[src/rtl/rv32_ram.sv]
`default_nettype none
module rv32_ram #(
  parameter int unsigned WIDTH = 32,
  parameter int unsigned DEPTH = 32
) (
  input  logic                     clk,
  input  logic                     we,
  input  logic [$clog2(DEPTH)-1:0] waddr,
  input  logic [WIDTH-1:0]         wdata,
  input  logic                     re,
  input  logic [$clog2(DEPTH)-1:0] raddr_a,
  input  logic [$clog2(DEPTH)-1:0] raddr_b,
  output logic [WIDTH-1:0]         rdata_a,
  output logic [WIDTH-1:0]         rdata_b
);

  logic [WIDTH-1:0] mem [DEPTH];

  // Write port and two registered read ports
  always_ff @(posedge clk) begin
    if (we) begin
      mem[waddr] <= wdata;
    end
    if (re) begin
      rdata_a <= mem[raddr_a];
      rdata_b <= mem[raddr_b];
    end
  end

endmodule
`default_nettype wire

[config.mk]
export PLATFORM = sky130hd
export DESIGN_NAME = rv32_ram
export DESIGN_NICKNAME = d
export VERILOG_FILES = /design/src/rtl/rv32_ram.sv
export SDC_FILE = /design/constraint.sdc
export NUM_CORES = 1
export LEC_CHECK = 0
export BUFFER_PORTS_ARGS = -buffer_cell sky130_fd_sc_hd__buf_2
export CORE_MARGIN = 1.5
export CORE_UTILIZATION = 30
export CTS_CLUSTER_SIZE = 14
export DETAILED_ROUTE_END_ITERATION = 7
export HOLD_SLACK_MARGIN = 0.08
export MAX_ROUTING_LAYER = met4
export PLACE_DENSITY = 0.49
export SLEW_MARGIN = 20
export SYNTH_ARGS = -nofsm -noshare
export SYNTH_HDL_FRONTEND = slang
export SYNTH_SLANG_ARGS = --single-unit
[constraint.sdc]
create_clock -name clk -period 2.4 [get_ports clk]
set_input_delay 0.24 -clock clk [delete_from_list [all_inputs] [get_ports clk]]
set_output_delay 0.24 -clock clk [all_outputs]
set_load 0.02 [all_outputs]
; ---- Yosys cells after proc, flatten, opt, wreduce, memory -nomap -nowiden
; Memory sizes are Yosys's and may differ from the RTL's. A register that Yosys moved wholly into a read port is not among the register bits.
; Index checks and enable logic that the tools add are counted.
[op_classes]
muxes = 2
[op_table]
columns = cell, n
row1 = 2-to-1 mux 1 bit, 2
[word_totals]
regBits = 0
ramBits = 1024
inputBits = 50
output_inout_bits = 64
word_cells = 3
mem_count = 1
[mem_list]
columns = name, words, word_bits, read_ports, rd_clocked_by_memory_dff, wr, line_no
row1 = mem, 32, 32, 2, 2, 1, 17  ; logic [WIDTH-1:0] mem [DEPTH];

; ---- Logic depth before layout (Yosys ltp)
; Gate-level depths: netlist of the first run.
[depth]
word_depth = 2
depth_mapped = 8
ltp_nobuf = 5

; ---- Least setup slack after synthesis of the first run
; OpenSTA, ideal clock, no wires.
[synth_timing]
path_kind = input port to flip-flop
startpoint = in waddr[1]
endpoint = mem mem[12][0] (enable)
setup_time_ns = 0.421
arrival_ns = 2.253
required_time_ns = 1.979
setup_slack_ns = -0.274
stages = 3
path_buffers = 1
path_cell_list = or3b_2 -> clkbuf_1 -> nor2_1
[synth_lines]
columns = item, line_no
row1 = start: declaration, 8  ; input logic [$clog2(DEPTH)-1:0] waddr,
row2 = end: declaration, 17
; No word-level cell before the write port.

; ---- Worst setup path after layout of the first run
[layout_timing]
startpoint = reg rdata_b[10] (read register of mem)
endpoint = out rdata_b[10]
[layout_lines]
columns = item, line_no
row1 = start: declaration, 14  ; output logic [WIDTH-1:0] rdata_b
; No word-level cell between the ends.

==> metrics, run 1 <==
top cells by area, synth edfxtp_1 64%, mux2i_1 20%, a22oi_1 2.8%; Sw Pwr 0.0103 W; die area 0.172 mm2; XOR/XNOR Fraction of Synth Area 0%; Top delay family on crit path flip-flops; Unique masters post-synth 23; Avg Inst Size Synth 14.7 um2; Synth Area in Adders 0%; kind of critical path reg2out; Area Growth Syn to Fin 18.8%; commonest cells after routing, fill and taps aside 1,088 x edfxtp_1, 1,024 x mux2i_1, 194 x nand3_1; Seq pwr share 49.7%; Final Worst Setup Slack 0.601 ns; main combinational cell family by area after synthesis multiplexers; most common cell after layout, fill and taps aside edfxtp_1; vias in the first global route 32,513; number of endpoints failing setup at the final stage 0; CTS tree done; Worst Skew 0.0203 ns; status finished clean; detailed-router iteration count before antenna repair 6; H-tree depth 3; simple logic cell fraction of the synthesized area 4.53%; Rel. slew slack 53.2%; Worst-Skew Late Latency 0.73 ns; drt wl/cell 29.1 um; P_int 0.0329 W; Clk pwr share 41.0%; multiplexer share of the synthesized area 20.2%; Sink Count 1,088; CTS buffer count 119; clk slew on worst S/H paths 0.06 ns; endpoints failing hold 0; Bufs on Longest Clock Path 3; fin crit share 74.9%; Hold Path Class in2reg; unrepaired setup endpoints after global routing no; synthesis warning total 0; CP startpoint kind flip-flop; Buf/Inv on CP 1; CP Cell Sequence buf_2; Peak VDD IR 535 uV; overall power 0.0432 W; Post-Synthesis Net Count 3,500; Required @ worst endpoint 2.16 ns; DIE HEIGHT 414 um; Post-Syn Area 0.0507 mm2; I/O pin cnt 114; Worst path slowest cell edfxtp_1; Root Buffer Master clkbuf_16; CP Capture Type output pin; Net Sw Frac 23.8%; slew of the pin with the lowest slew margin 0.703 ns; Arr. time, crit path 1.56 ns; leak pwr 22.1 nW; pwr/cell area 717 mW/mm2; flops & latches, synth 1,088; DP Wirelength 104,000 um; combinational power share 9.3%; post-route DRC violation count 0; initial antenna violation count 10; DR vias 32,281; MaxCap Viol Count 0; share of the synthesized area in the top cell type 64.4%; final wirelength 175,000 um; share of layout cells above drive strength 1 15.2%; Final Max Tran Viols 0; nets@finish 3,772; gr usage total 20.6%; site row count 150; GRT overflow 0; Seq/Total Area, Yosys 64.4%; crit-path max cell delay 0.56 ns; DP Worst Slack 0.175 ns; initial core utilization 30.3%; # port buffers 113; Crit Path Max Fanout 1; Core ar. 0.168 mm2; Synth Area in Compound Gates 7.74%; Starting DRT DRC Count 2,455; final critical-path required period 1.80 ns; FMAX 556 MHz; Cells after Synth 3,450; biggest area consumer among synthesized cells edfxtp_1; Die X 414 um; Routed Antenna Nets 0; Layout Utilization 35.9%; largest net degree at the start of global routing 47; final RePlAce weighted congestion 0.774; drt via density 5.35; first-pass GRT wire length 247,000 um
tightest hold or removal path: stages:
cell and delay (ns):
buf_2 0.17, nor2b_4 0.07, buf_12 0.17, nand2_1 0.08, nand3_1 0.06, nand3_1 0.08
what timing repair did:
action                                 4_1_cts  5_1_grt
resized for setup                            0        0
hold buffers                                33        0
setup buffers                                0        0
endpoints found under the hold margin     1043        0
power by group through the flow:
stage                     combinational [W]  clock (W)  sequential (W)
after global routing                0.00426     0.0188          0.0215
after floorplan                     0.00207          0          0.0219
after detailed placement            0.00399          0          0.0219
after CTS                           0.00405     0.0181          0.0215
after global placement              0.00398          0          0.0219
final                               0.00404     0.0177          0.0215
cells by family (layout without fill, tap and decap cells):
kind of cell,Yosys count,count (layout)
other,0,10
buffers and inverters,253,624
flip-flops,1088,1088
AND/OR/NAND/NOR,509,509
AO/OA/AOI/OAI,576,576
multiplexers,1024,1024
synthesized netlist by cell type:
library cell / number
nand2b_1: 4
edfxtp_1: 1088
a21oi_1: 192
buf_2: 70
or3_1: 1
nor2b_1: 4
a22o_1: 128
nor3_1: 64
a22oi_1: 192
nand3b_1: 5
buf_6: 45
buf_4: 47
or2_2: 2
buf_1: 1
nand2_1: 195
mux2i_1: 1024
nand3_1: 194
a31oi_1: 64
and2_1: 2
clkbuf_1: 86
or3b_2: 3
clkbuf_4: 4
nor2_1: 35
path summary, 6_finish.rpt:
| check | depth (start not counted) | end | startpoint | slack, ns |
|---|---|---|---|---|
| worst max register to register | 6 | rdata_b[31] | mem[2][31] | 0.68 |
| worst max-delay path | 1 | rdata_b[10] | rdata_b[10] | 0.60 |
| worst min register to register | 4 | rdata_a[1] | mem[25][1] | 0.69 |
| worst min-delay path | 6 | rdata_a[1] | raddr_a[2] | 0.26 |
metal layers:
| layer | vias up | routed length [um] | GRT usage [%] |
|---|---|---|---|
| met5 | - | 0 | - |
| met4 | 0 | 4460 | 5.86 |
| met3 | 255 | 7100 | 2.43 |
| met2 | 805 | 87000 | 34.5 |
| met1 | 16998 | 76800 | 26.3 |
| li1 | 14223 | - | - |
stage by stage:
step	TNS (ns)	hold WS (ns)	instances	area, um2
global route	0	0.302	6032	60200
finish	0	0.258	6035	60200
detailed placement	0	0.690	5772	56200
floorplan	-83.22	0.339	3450	50700
global placement	0	0.687	5772	56200
CTS	0	0.222	6025	60200
state kept, by name, indices dropped and copies added (netlist names):
name,flops
rdata_a,32
rdata_b,32
mem,1024
area by class of cell:
cell class                      instances  area, um2
Tap cell                             2204       2760
Timing Repair Buffer                  404       4290
Fill cell                           15996     107000
Multi-Input combinational cell       2109      16800
Antenna cell                           10       25.0
Sequential cell                      1088      32700
Clock buffer                          151       3180
Clock inverter                         69        520
Power figures use the tool's default switching activity.
==> run 2: changes to the inputs <==
--- a/config.mk
+++ b/config.mk
@@ -12,7 +12,7 @@
 export DETAILED_ROUTE_END_ITERATION = 7
 export HOLD_SLACK_MARGIN = 0.08
 export MAX_ROUTING_LAYER = met4
-export PLACE_DENSITY = 0.49
+export PLACE_DENSITY = 0.47
 export SLEW_MARGIN = 20
 export SYNTH_ARGS = -nofsm -noshare
 export SYNTH_HDL_FRONTEND = slang
==> constraint.sdc (replaced) <==
create_clock -name clk -period 1.7 [get_ports clk]
set_input_delay 0.17 -clock clk [delete_from_list [all_inputs] [get_ports clk]]
set_output_delay 0.17 -clock clk [all_outputs]
set_load 0.02 [all_outputs]
==> run 2 against run 1 <==
The run now ends with negative setup slack left. First-iteration DRC count is 6.4% higher. Setup slack worse by 0.64 ns. Largest power group unchanged. Flip-flop and latch count stayed put. Clock skew grew 0.011 ns. Sequential share of layout area down 2.4 points. Largest cell class unchanged. Combinational power grew 54%. Die area unchanged. Hold slack lost 0.074 ns. Global-route usage rose by 0.36 points.
==> metrics, run 2 (synthesis results as in run 1) <==
status complete, but fails checks; failing checks negative setup slack; max reg flops 1,024 (unchanged); drt via density 5.28 (-1.3%); Bufs on Longest Clock Path 3 (unchanged); Placed Area 0.0585 mm2 (+4.2%); Starting DRT DRC Count 2,612 (+6.4%); Rel. slew slack 59.0% (+5.9 points); largest net degree at the start of global routing 39 (-17%); GRT overflow 0 (unchanged); Core ar. 0.168 mm2 (unchanged); pwr/cell area 1000 mW/mm2 (+40%); Required @ worst endpoint 1.53 ns (-0.63 ns); Worst Skew 0.0317 ns (+0.0113 ns); DP Worst Slack -0.406 ns (-0.582 ns); Top reg by flops mem; FMAX 576 MHz; Sink Count 1,088 (unchanged); initial core utilization 30.3% (unchanged); I/O pin cnt 114 (unchanged); final RePlAce weighted congestion 0.819 (+5.8%); kind of critical path reg2out; Hold Path Class in2reg; top flop regs mem: 1024 flops, rdata_a: 32 flops, rdata_b: 32 flops; MaxCap Viol Count 0 (unchanged); first-pass GRT wire length 251,000 um (+1.7%); Final Max Tran Viols 0 (unchanged); Worst path slowest cell edfxtp_1; commonest cells after routing, fill and taps aside 1,088 x edfxtp_1, 1,024 x mux2i_1, 250 x buf_4; DP Wirelength 119,000 um (+14%); final critical-path required period 1.74 ns; nets@finish 3,956 (+4.9%); die area 0.172 mm2 (unchanged); fillers 15,794 (-1.3%); endpoints failing hold 0 (unchanged); DIE HEIGHT 414 um (unchanged); DR vias 32,847 (+1.8%); CTS buffer count 120 (+0.84%); H-tree depth 3 (unchanged); gr usage total 21.0% (+0.36 points); slew of the pin with the lowest slew margin 0.614 ns (-0.0881 ns); most common cell after layout, fill and taps aside edfxtp_1; initial antenna violation count 12 (+2); Worst-Skew Late Latency 0.76 ns (+0.03 ns); Buf/Inv on CP 1 (unchanged); # port buffers 113 (unchanged); final non-filler cell total 6,222 (+3.1%); Hold WS 0.183 ns (-0.0745 ns); Peak VDD IR 800 uV (+50%); Routed Antenna Nets 0 (unchanged); crit-path max cell delay 0.58 ns (+0.02 ns); fin crit share 102%; post-route cell area 0.0631 mm2 (+4.7%); CP startpoint kind flip-flop; number of endpoints failing setup at the final stage 2 (+2); post-route DRC violation count 0 (unchanged); share of layout cells above drive strength 1 19.7% (+4.5 points); site row count 150 (unchanged); Final Worst Setup Slack -0.0360 ns (-0.637 ns); vias in the first global route 33,572 (+3.3%); CP Cell Sequence buf_6; Top delay family on crit path flip-flops; final wirelength 178,000 um (+1.6%); detailed-router iteration count before antenna repair 7 (+1); placed cell count 5,956 (+3.2%); Area Growth Syn to Fin 24.4%; clk slew on worst S/H paths 0.06 ns (about the same); Crit Path Max Fanout 1 (unchanged); CTS tree done; leak pwr 23.5 nW (+6.5%); unrepaired setup endpoints after global routing yes; drt wl/cell 28.7 um (-1.4%); Die X 414 um (unchanged); Arr. time, crit path 1.57 ns (about the same); Layout Utilization 37.6% (+1.7 points); Root Buffer Master clkbuf_16; CP Capture Type output pin
## run 2: metrics by stage
stage / total power [W] / setup TNS (ns)
2_1_floorplan: 0.0339 / -156.56
3_3_place_gp: 0.0370 / -26.75
3_5_place_dp: 0.0370 / -28.10
4_1_cts: 0.0640 / -0.671
5_1_grt: 0.0653 / -0.374
6_report: 0.0633 / -0.0479
## run 2: what timing repair did
item / 4_1_cts / 5_1_grt
pin swaps: 1 / 1
gates resized for setup: 44 / 2
endpoints found under the setup margin: 24 / 10
hold buffers: 33 / 0
hold endpoints to repair: 1088 / 0
setup buffers: 0 / 0
## run 2: cell type report
type | instances | area [um2] | share of cell area (%)
flip-flops and latches | 1088 | 32700 | 51.8
multi-input cells | 2109 | 16800 | 26.7
repair buffers | 587 | 6740 | 10.7
clock buffers | 144 | 3110 | 4.94
well taps | 2204 | 2760 | 4.37
clock inverters | 83 | 922 | 1.46
diodes | 7 | 17.5 | 0.0278
## run 2: final timing paths
kind	slack [ns]	endpoint	start	depth (start not counted)
worst max-delay path	-0.04	rdata_a[13]	rdata_a[13]	1
worst min-delay path	0.18	rdata_b[29]	raddr_b[0]	6
worst max register to register	0.06	rdata_a[1]	mem[3][1]	6
worst min register to register	0.70	rdata_a[23]	mem[9][23]	4
## run 2: layer usage
metal	global-route usage (%)	vias to the layer above	routed length [um]
li1	-	14615	-
met1	27.6	17139	80200
met2	34.1	823	85800
met3	2.68	270	7280
met4	5.83	0	5040
met5	-	-	0
## run 2: power breakdown
part	leakage, nW	switching (W)	total (W)	internal, W
clock network	1.98	0.0111	0.0268	0.0157
registers	9.86	0.000288	0.0303	0.0300
logic	11.7	0.00366	0.00621	0.00255
