`src/rtl/rv32_pkg.sv`:
```
`default_nettype none
package rv32_pkg;

  localparam int unsigned XLEN      = 32;
  localparam int unsigned REG_COUNT = 32;
  localparam logic [31:0] BOOT_RESET = 32'h8000_0000;

  // Opcodes
  localparam logic [6:0] OPC_LUI    = 7'b0110111;
  localparam logic [6:0] OPC_AUIPC  = 7'b0010111;
  localparam logic [6:0] OPC_JAL    = 7'b1101111;
  localparam logic [6:0] OPC_JALR   = 7'b1100111;
  localparam logic [6:0] OPC_BRANCH = 7'b1100011;
  localparam logic [6:0] OPC_LOAD   = 7'b0000011;
  localparam logic [6:0] OPC_STORE  = 7'b0100011;
  localparam logic [6:0] OPC_IMM    = 7'b0010011;
  localparam logic [6:0] OPC_OP     = 7'b0110011;
  localparam logic [6:0] OPC_SYSTEM = 7'b1110011;

  // Whole system words
  localparam logic [31:0] INS_ECALL  = 32'h0000_0073;
  localparam logic [31:0] INS_EBREAK = 32'h0010_0073;
  localparam logic [31:0] INS_MRET   = 32'h3020_0073;

  // funct7 codes
  localparam logic [6:0] F7_BASE = 7'h00;
  localparam logic [6:0] F7_ALT  = 7'h20;
  localparam logic [6:0] F7_MUL  = 7'h01;

  // funct3 codes
  localparam logic [2:0] F3_CSRRW = 3'd1;
  localparam logic [2:0] F3_CSRRS = 3'd2;
  localparam logic [2:0] F3_SLL   = 3'd1;
  localparam logic [2:0] F3_SR    = 3'd5;
  localparam logic [2:0] F3_ADD   = 3'd0;
  localparam logic [2:0] F3_LB    = 3'd0;
  localparam logic [2:0] F3_LH    = 3'd1;
  localparam logic [2:0] F3_LW    = 3'd2;
  localparam logic [2:0] F3_LBU   = 3'd4;
  localparam logic [2:0] F3_LHU   = 3'd5;
  localparam logic [2:0] F3_SB    = 3'd0;
  localparam logic [2:0] F3_SH    = 3'd1;
  localparam logic [2:0] F3_BEQ   = 3'd0;
  localparam logic [2:0] F3_BNE   = 3'd1;
  localparam logic [2:0] F3_BLT   = 3'd4;
  localparam logic [2:0] F3_BGE   = 3'd5;
  localparam logic [2:0] F3_BLTU  = 3'd6;
  localparam logic [2:0] F3_BGEU  = 3'd7;
  localparam logic [2:0] F3_MUL   = 3'd0;
  localparam logic [2:0] F3_MULH  = 3'd1;
  localparam logic [2:0] F3_MULHSU = 3'd2;
  localparam logic [2:0] F3_DIV   = 3'd4;
  localparam logic [2:0] F3_REM   = 3'd6;

  // CSR numbers
  localparam logic [11:0] CSR_MTVEC    = 12'h305;
  localparam logic [11:0] CSR_MSTATUS  = 12'h300;
  localparam logic [11:0] CSR_MEPC     = 12'h341;
  localparam logic [11:0] CSR_MCAUSE   = 12'h342;
  localparam logic [11:0] CSR_SATP     = 12'h180;
  localparam logic [11:0] CSR_MSCRATCH = 12'h340;

  localparam logic [31:0] MIE_BIT     = 32'h08;
  localparam logic [31:0] MPIE_BIT    = 32'h80;
  localparam logic [31:0] CAUSE_ECALL = 32'd11;
  localparam logic [4:0]  REG_A0      = 5'd10;

  // Result actions
  localparam logic [2:0] ACT_RETIRE = 3'd0;
  localparam logic [2:0] ACT_LOAD   = 3'd1;
  localparam logic [2:0] ACT_STORE  = 3'd2;
  localparam logic [2:0] ACT_HALT   = 3'd3;
  localparam logic [2:0] ACT_ILLEGAL = 3'd4;
  localparam logic [2:0] ACT_ECALL  = 3'd5;

  typedef struct packed {
    logic       start;
    logic [2:0] funct3;
    logic [31:0] op_a;
    logic [31:0] op_b;
  } md_req_t;

  typedef struct packed {
    logic        done;
    logic [31:0] result;
  } md_rsp_t;

  function automatic logic [31:0] alu(input logic [2:0] f3, input logic alt,
                                      input logic [31:0] a, input logic [31:0] b);
    logic [31:0] r;
    case (f3)
      3'd0:    r = alt ? a - b : a + b;
      3'd1:    r = a << b[4:0];
      3'd2:    r = ($signed(a) < $signed(b)) ? 32'd1 : 32'd0;
      3'd3:    r = (a < b) ? 32'd1 : 32'd0;
      3'd4:    r = a ^ b;
      3'd5:    r = alt ? 32'($signed(a) >>> b[4:0]) : a >> b[4:0];
      3'd6:    r = a | b;
      default: r = a & b;
    endcase
    return r;
  endfunction

endpackage
`default_nettype wire

```
`src/rtl/rv32_muldiv.sv`:
```
`default_nettype none
module rv32_muldiv (
  input  logic              clk,
  input  logic              rst_n,
  input  rv32_pkg::md_req_t req,
  output rv32_pkg::md_rsp_t rsp
);

  logic        mul_pend_r;
  logic        div_busy_r;
  logic        div_fin_r;
  logic [4:0]  cnt_r;
  logic [2:0]  f3_r;
  logic [63:0] prod_r;
  logic [31:0] quo_r;
  logic [31:0] rem_r;
  logic [31:0] dvs_r;
  logic [31:0] dvd_r;
  logic        neg_q_r;
  logic        neg_r_r;
  logic        dz_r;

  logic        sgn_a;
  logic        sgn_b;
  logic        div_sgn;
  logic [32:0] ext_a;
  logic [32:0] ext_b;
  logic [65:0] prod_full;
  logic [32:0] rem_sh;
  logic [32:0] diff;
  logic [31:0] q_fix;
  logic [31:0] r_fix;

  // Operand signs per funct3
  always_comb begin
    sgn_a     = (req.funct3 == rv32_pkg::F3_MULH) || (req.funct3 == rv32_pkg::F3_MULHSU);
    sgn_b     = (req.funct3 == rv32_pkg::F3_MULH);
    div_sgn   = (req.funct3 == rv32_pkg::F3_DIV) || (req.funct3 == rv32_pkg::F3_REM);
    ext_a     = {sgn_a & req.op_a[31], req.op_a};
    ext_b     = {sgn_b & req.op_b[31], req.op_b};
    prod_full = 66'($signed(ext_a) * $signed(ext_b));
    rem_sh    = {rem_r, quo_r[31]};
    diff      = rem_sh - {1'b0, dvs_r};
  end

  // Multiply in one registered step, divide one bit per cycle
  always_ff @(posedge clk) begin
    if (!rst_n) begin
      mul_pend_r <= 1'b0;
      div_busy_r <= 1'b0;
      div_fin_r  <= 1'b0;
      cnt_r      <= '0;
    end else begin
      mul_pend_r <= 1'b0;
      div_fin_r  <= 1'b0;
      if (req.start) begin
        f3_r <= req.funct3;
        if (!req.funct3[2]) begin
          prod_r     <= prod_full[63:0];
          mul_pend_r <= 1'b1;
        end else begin
          div_busy_r <= 1'b1;
          cnt_r      <= 5'd31;
          quo_r      <= (div_sgn && req.op_a[31]) ? 32'(-req.op_a) : req.op_a;
          dvs_r      <= (div_sgn && req.op_b[31]) ? 32'(-req.op_b) : req.op_b;
          rem_r      <= '0;
          dvd_r      <= req.op_a;
          neg_q_r    <= div_sgn && (req.op_a[31] ^ req.op_b[31]);
          neg_r_r    <= div_sgn && req.op_a[31];
          dz_r       <= (req.op_b == 32'd0);
        end
      end else if (div_busy_r) begin
        if (!diff[32]) begin
          rem_r <= diff[31:0];
          quo_r <= {quo_r[30:0], 1'b1};
        end else begin
          rem_r <= rem_sh[31:0];
          quo_r <= {quo_r[30:0], 1'b0};
        end
        cnt_r <= cnt_r - 5'd1;
        if (cnt_r == 5'd0) begin
          div_busy_r <= 1'b0;
          div_fin_r  <= 1'b1;
        end
      end
    end
  end

  // Sign fix and divide-by-zero rules
  always_comb begin
    q_fix = neg_q_r ? 32'(-quo_r) : quo_r;
    r_fix = neg_r_r ? 32'(-rem_r) : rem_r;
    rsp.done = mul_pend_r | div_fin_r;
    if (!f3_r[2]) begin
      rsp.result = (f3_r == rv32_pkg::F3_MUL) ? prod_r[31:0] : prod_r[63:32];
    end else if (!f3_r[1]) begin
      rsp.result = dz_r ? 32'hFFFF_FFFF : q_fix;
    end else begin
      rsp.result = dz_r ? dvd_r : r_fix;
    end
  end

endmodule
`default_nettype wire

```
`config.mk`:
```
export PLATFORM = sky130hd
export DESIGN_NAME = rv32_muldiv
export DESIGN_NICKNAME = d
export VERILOG_FILES = /design/src/rtl/rv32_pkg.sv /design/src/rtl/rv32_muldiv.sv
export SDC_FILE = /design/constraint.sdc
export NUM_CORES = 2
export LEC_CHECK = 0
export BUFFER_PORTS_ARGS = -buffer_cell sky130_fd_sc_hd__buf_2
export CAP_MARGIN = 15
export CORE_MARGIN = 1
export CORE_UTILIZATION = 24
export DETAILED_ROUTE_END_ITERATION = 10
export SYNTH_ARGS = -nofsm -noshare
export SYNTH_HDL_FRONTEND = slang
export SYNTH_SLANG_ARGS = --single-unit
```
`constraint.sdc`:
```
create_clock -name clk -period 8.45 [get_ports clk]
set_input_delay 0.845 -clock clk [delete_from_list [all_inputs] [get_ports clk]]
set_output_delay 0.845 -clock clk [all_outputs]
set_load 0.02 [all_outputs]
```
# After elaboration in Yosys (flattened, before gate mapping)
# Index checks and enable logic that the tools add are counted.
[word_totals] ff_bits=206 inputBits=70 output_inout_bits=33 elab_cells=73
[classes] add_sub_neg=6 mul=1 eq_ne=5 mux=26 bitwise_logic=7 reduce_logical=15
[op_table] op="$mux 32" n=16
[op_table] op="$neg 32->32" n=4
[op_table] op="$mul 33x33->64" n=1
[op_table] op="$sub 33x32->33" n=1
[op_table] op="$logic_not 32->1" n=1
[op_table] op="$mux 5" n=3
[op_table] op="$reduce_and 3->1" n=3
[op_table] op="$mux 1" n=7
[op_table] op="$eq 3x3->1 const B" n=2
[op_table] op="$logic_not 5->1" n=1
[op_table] op="$sub 5x1->5 const B" n=1
[op_table] op="$reduce_and 2->1" n=2
[op_table] op="$eq 3x1->1 const B" n=1
[op_table] op="$eq 3x2->1 const B" n=1
[op_table] op="$logic_and 1x1->1" n=3
[op_table] op="$logic_not 3->1" n=1
[op_table] op="$not 1->1" n=3
[op_table] op="$reduce_or 3->1" n=1
[op_table] op="$and 1x1->1" n=2
[op_table] op="$logic_or 1x1->1" n=2
[op_table] op="$ne 2x2->1 const B" n=1
[op_table] op="$reduce_bool 2->1" n=1
[op_table] op="$or 1x1->1" n=1
[op_table] op="$xor 1x1->1" n=1

# Depth between registers and ports, before layout
[depth] depth_word=6 depth_mapped=31 mapped_depth_nobuf=29

# Least setup slack after synthesis
# No wires, ideal clock.
[synth_path] path_kind="input-to-reg" start="input req[63] (netlist bit)" end="register prod_r[63], data pin" setup_time_ps=266 t_arrival_ps=8852 required_time_ps=8184 setup_slack_ps=-668 path_stages=27 path_buffers=3 cell_sequence="clkbuf_1 > nor3b_1 > clkbuf_1 > nand2_1 > fa_1 > fa_1 > inv_1 > fa_1 > inv_1 > fa_1 > inv_1 > fa_1 > fa_1 > fa_1 > inv_1 > fa_1 > inv_1 > ha_1 > clkbuf_1 > nand4_1 > or2_2 > nor4_1 > a311o_1 > o21ai_0 > a21oi_1 > mux2i_1 > nand4_1"
[synth_between] elab_chain_len=2
[synth_lines] item="start: declaration" line="rv32_muldiv.sv:5" text="input rv32_pkg::md_req_t req,"
[synth_lines] item="$and 1x1->1" line="rv32_muldiv.sv:39" text="ext_a = {sgn_a & req.op_a[31], req.op_a};"
[synth_lines] item="$mul 33x33->64 (*)" line="rv32_muldiv.sv:41" text="prod_full = 66'($signed(ext_a) * $signed(ext_b));"
[synth_lines] item="via prod_full[63]" line="rv32_muldiv.sv:28" text="logic [65:0] prod_full;"
[synth_lines] item="end signal: assignment" line="rv32_muldiv.sv:59" text="prod_r <= prod_full[63:0];"
[synth_lines] item="end: declaration" line="rv32_muldiv.sv:14" text="logic [63:0] prod_r;"
# The timed path passes the listed nets; every way through them passes the cells marked *.
# A chain may end at the register's enable or synchronous reset.

# Worst setup path in the final report
[layout_path] start="input req[64] (netlist bit)" end="register prod_r[62], data pin"
[layout_between] elab_chain_len=4 word_cells_on_any_way=6 classes_between="1 x mul; 2 x eq/ne; 2 x bitwise; 1 x reduce/logical"
[layout_lines] item="$eq 3x1->1 / $eq 3x2->1 (equally long branches)" line="rv32_muldiv.sv:36, rv32_muldiv.sv:37"
[layout_lines] item="$logic_or 1x1->1" line="rv32_muldiv.sv:36" text="sgn_a = (req.funct3 == rv32_pkg::F3_MULH) || (req.funct3 == rv32_pkg::F3_MULHSU);"
[layout_lines] item="$and 1x1->1" line="rv32_muldiv.sv:39"
[layout_lines] item="$mul 33x33->64 (*)" line="rv32_muldiv.sv:41"
[layout_lines] item="via prod_full[62]" line="rv32_muldiv.sv:28"
# Marks and branches as above.

==> out/metrics.cfg <==
[clock_network]
path_clk_slew_ns = 0.06
cts_max_path_buffers = 3
h-tree-depth = 1
cts_tree = yes
clk_latency_ns = 0.56
hold_buffers = 0
cts-root-buf = clkbuf_16
cts_buffers = 25
clock_sinks = 206

[logic_synthesis]
synth_top_area_share_pct = 44.6
synth_area_mm2 = 0.0505
syn_inst = 5479
ys_ff_latch = 206
synth_cell_types = 68
synth_nets = 6926
synth-compound-area-share_pct = 6.81
yosys.area_share.simple_pct = 14.3
synth_area_per_cell_um2 = 9.22
muxShareOfSynthArea_pct = 0.594
yosys_warnings = 0
ys_top_cells_by_area = fa_1 (45%), edfxtp_1 (12%), inv_1 (9.2%)
ys_seq_area_share_pct = 12.1
synthAdderAreaFrac_pct = 50.8
synth_top_family_by_area = adder cells
synth_flop_cell = edfxtp_1
synth_edf_count = 198
async_flop_share_pct = 0
netlist.top_cell.by_area = fa_1
synthXorXnorAreaFrac_pct = 3.80

[timing]
relSlewSlack_pct = 22.4
clock_skew_ns = 0.0207
finalSetupTns_ns = 0
worst_pin_slew_ns = 1.16
setup_viol = 0
drv_slew = 0
fmax_ghz = 0.123
period_needed_ns = 8.11
hold_viol = 0
min_period_over_period_pct = 96.0
rsz0062_at_grt = no

[global_route]
grtUsageMet2_pct = 25.4
grt_pass1_vias = 40800
grt.total_usage_pct = 15.1
grt_overflow_total = 0
grt_max_degree = 98
grt_antenna_before_repair = 13
grt_busiest_layer = met2
met3_usage_pct = 1.61
grt.met1_usage_pct = 20.4
grt_pass1_wl_um = 248000

[run_status]
outcome = complete, no violations

[floorplanning]
core_area_mm2 = 0.209
die_w_um = 461
rows = 168
boundaryPins = 103
die_y_um = 461
start_util_pct = 24.1
die_area_mm2 = 0.212

[flow_run]
cap_violations = 0

[setup_path]
crit_type = input port to register
critPathSlowestCell = fa_2
arrival_ns = 8.42
timing.critical_path.mode_cell = fa_1
end_kind = register
critPathLaunchType = input port
cp.required_ns = 8.76
max_stage_delay_ns = 0.69
crit_path_max_fanout = 14

[route]
postRouteAntennaNets = 0
drt-total-wl_um = 159000
route.detailed.drc = 0
dr.pass1.iters = 5
viasPerCell = 4.50
vias = 38500
wl_per_cell_um = 18.6
drtIter0Drc = 3069

[finish]
nFillCells = 22200
syn_to_final_growth_pct = 15.7
final_cell_mix = inv_1 (1228), fa_1 (1122), nand2_1 (884), buf_4 (389), and2_1 (303)
final_common_cell = inv_1
final_core_util_pct = 27.9
drive_gt1_share_pct = 11.2
fin_nets = 7175

[hold_path]
hold_path_class = register to register

[placement]
portBuffers = 102
dpl.hpwl_um = 135000
place_congestion = 0.921

-- final cells by class --
cell class,instances,area (µm²),area share [%]
multi-input combinational,3707,38600,66.1
sequential,206,6110,10.4
timing repair buffer,556,4750,8.12
inverter,1232,4630,7.92
tap,2805,3510,6.00
clock buffer,27,633,1.08
clock inverter,16,189,0.323
antenna,2,5.00,0.00856
-- logic make-up (layout without fill, tap and decap cells) --
group / Yosys count / count (layout)
other cells: 0 / 2
simple gates: 1567 / 1567
mux: 30 / 30
xor+xnor: 219 / 219
compound gates: 514 / 514
fa+ha+maj: 1377 / 1377
flops: 206 / 206
buf+inv: 1566 / 1831
-- per-layer routing --
metal	part of all wire, %	wire [µm]
met2	48	75700
met4	3.4	5470
met1	43	67800
met3	6.4	10200
met5	0.018	29
-- timing repair --
item / 4_1_cts / 5_1_grt
endpoints found under the setup margin: 0 / 8
gates resized for setup: 0 / 12
buffers inserted: 0 / 1
-- final timing paths --
check                        start  slack (ns)  cells after the start                      end
max                        req[64]        0.34                     29     prod_r[62]$_DFFE_PP_
min          cnt_r[3]$_SDFFE_PN0P_        0.50                      1    cnt_r[3]$_SDFFE_PN0P_
max reg2reg    quo_r[31]$_DFFE_PP_        3.59                     13  rem_r[22]$_SDFFCE_PP0P_
min reg2reg  cnt_r[3]$_SDFFE_PN0P_        0.50                      1    cnt_r[3]$_SDFFE_PN0P_
-- worst max-delay path, delay by kind of cell --
kind            cells  cell delay (ns)
buf+inv             7             0.76
simple gates        4             0.41
xor+xnor            2             0.35
compound gates      7             1.40
fa+ha+maj           9             4.64
-- synthesized netlist by cell type, drive strengths merged (14+ instances only) --
cell	count
nand4	31
and2	304
fa	1126
a221o	29
xor2	99
nor3	33
inv	1232
o21ai	84
clkbuf	277
o211ai	17
nor2	161
o31ai	43
or4	17
nand2b	16
ha	251
edfxtp	198
o41ai	17
mux2i	30
xnor2	120
nand2	885
nand3	24
nor2b	23
a21oi	159
a221oi	28
nor4	14
a21o	39
or3	18
buf	57
-- sequential cells by signal (all words and copies together), names as in the netlist --
signal      cells
prod_r         64
dvd_r          32
dvs_r          32
quo_r          32
rem_r          32
cnt_r           5
f3_r            3
div_busy_r      1
div_fin_r       1
dz_r            1
mul_pend_r      1
neg_q_r         1
neg_r_r         1
-- metrics by stage --
step | instance area, µm² | instances | setup WS (ns) | hold WS, ns
after floorplan | 50600 | 5479 | 0.0183 | 0.449
after detailed placement | 57600 | 8505 | -0.439 | 0.482
after global routing | 58500 | 8550 | 0.0113 | 0.531
final | 58500 | 8551 | 0.335 | 0.503
after global placement | 57600 | 8505 | -0.327 | 0.482
after CTS | 58400 | 8548 | 0.118 | 0.497
Power is left out: the tool's default activity adds up to more than one toggle a clock period on the data nets, which glitch-free logic cannot reach.
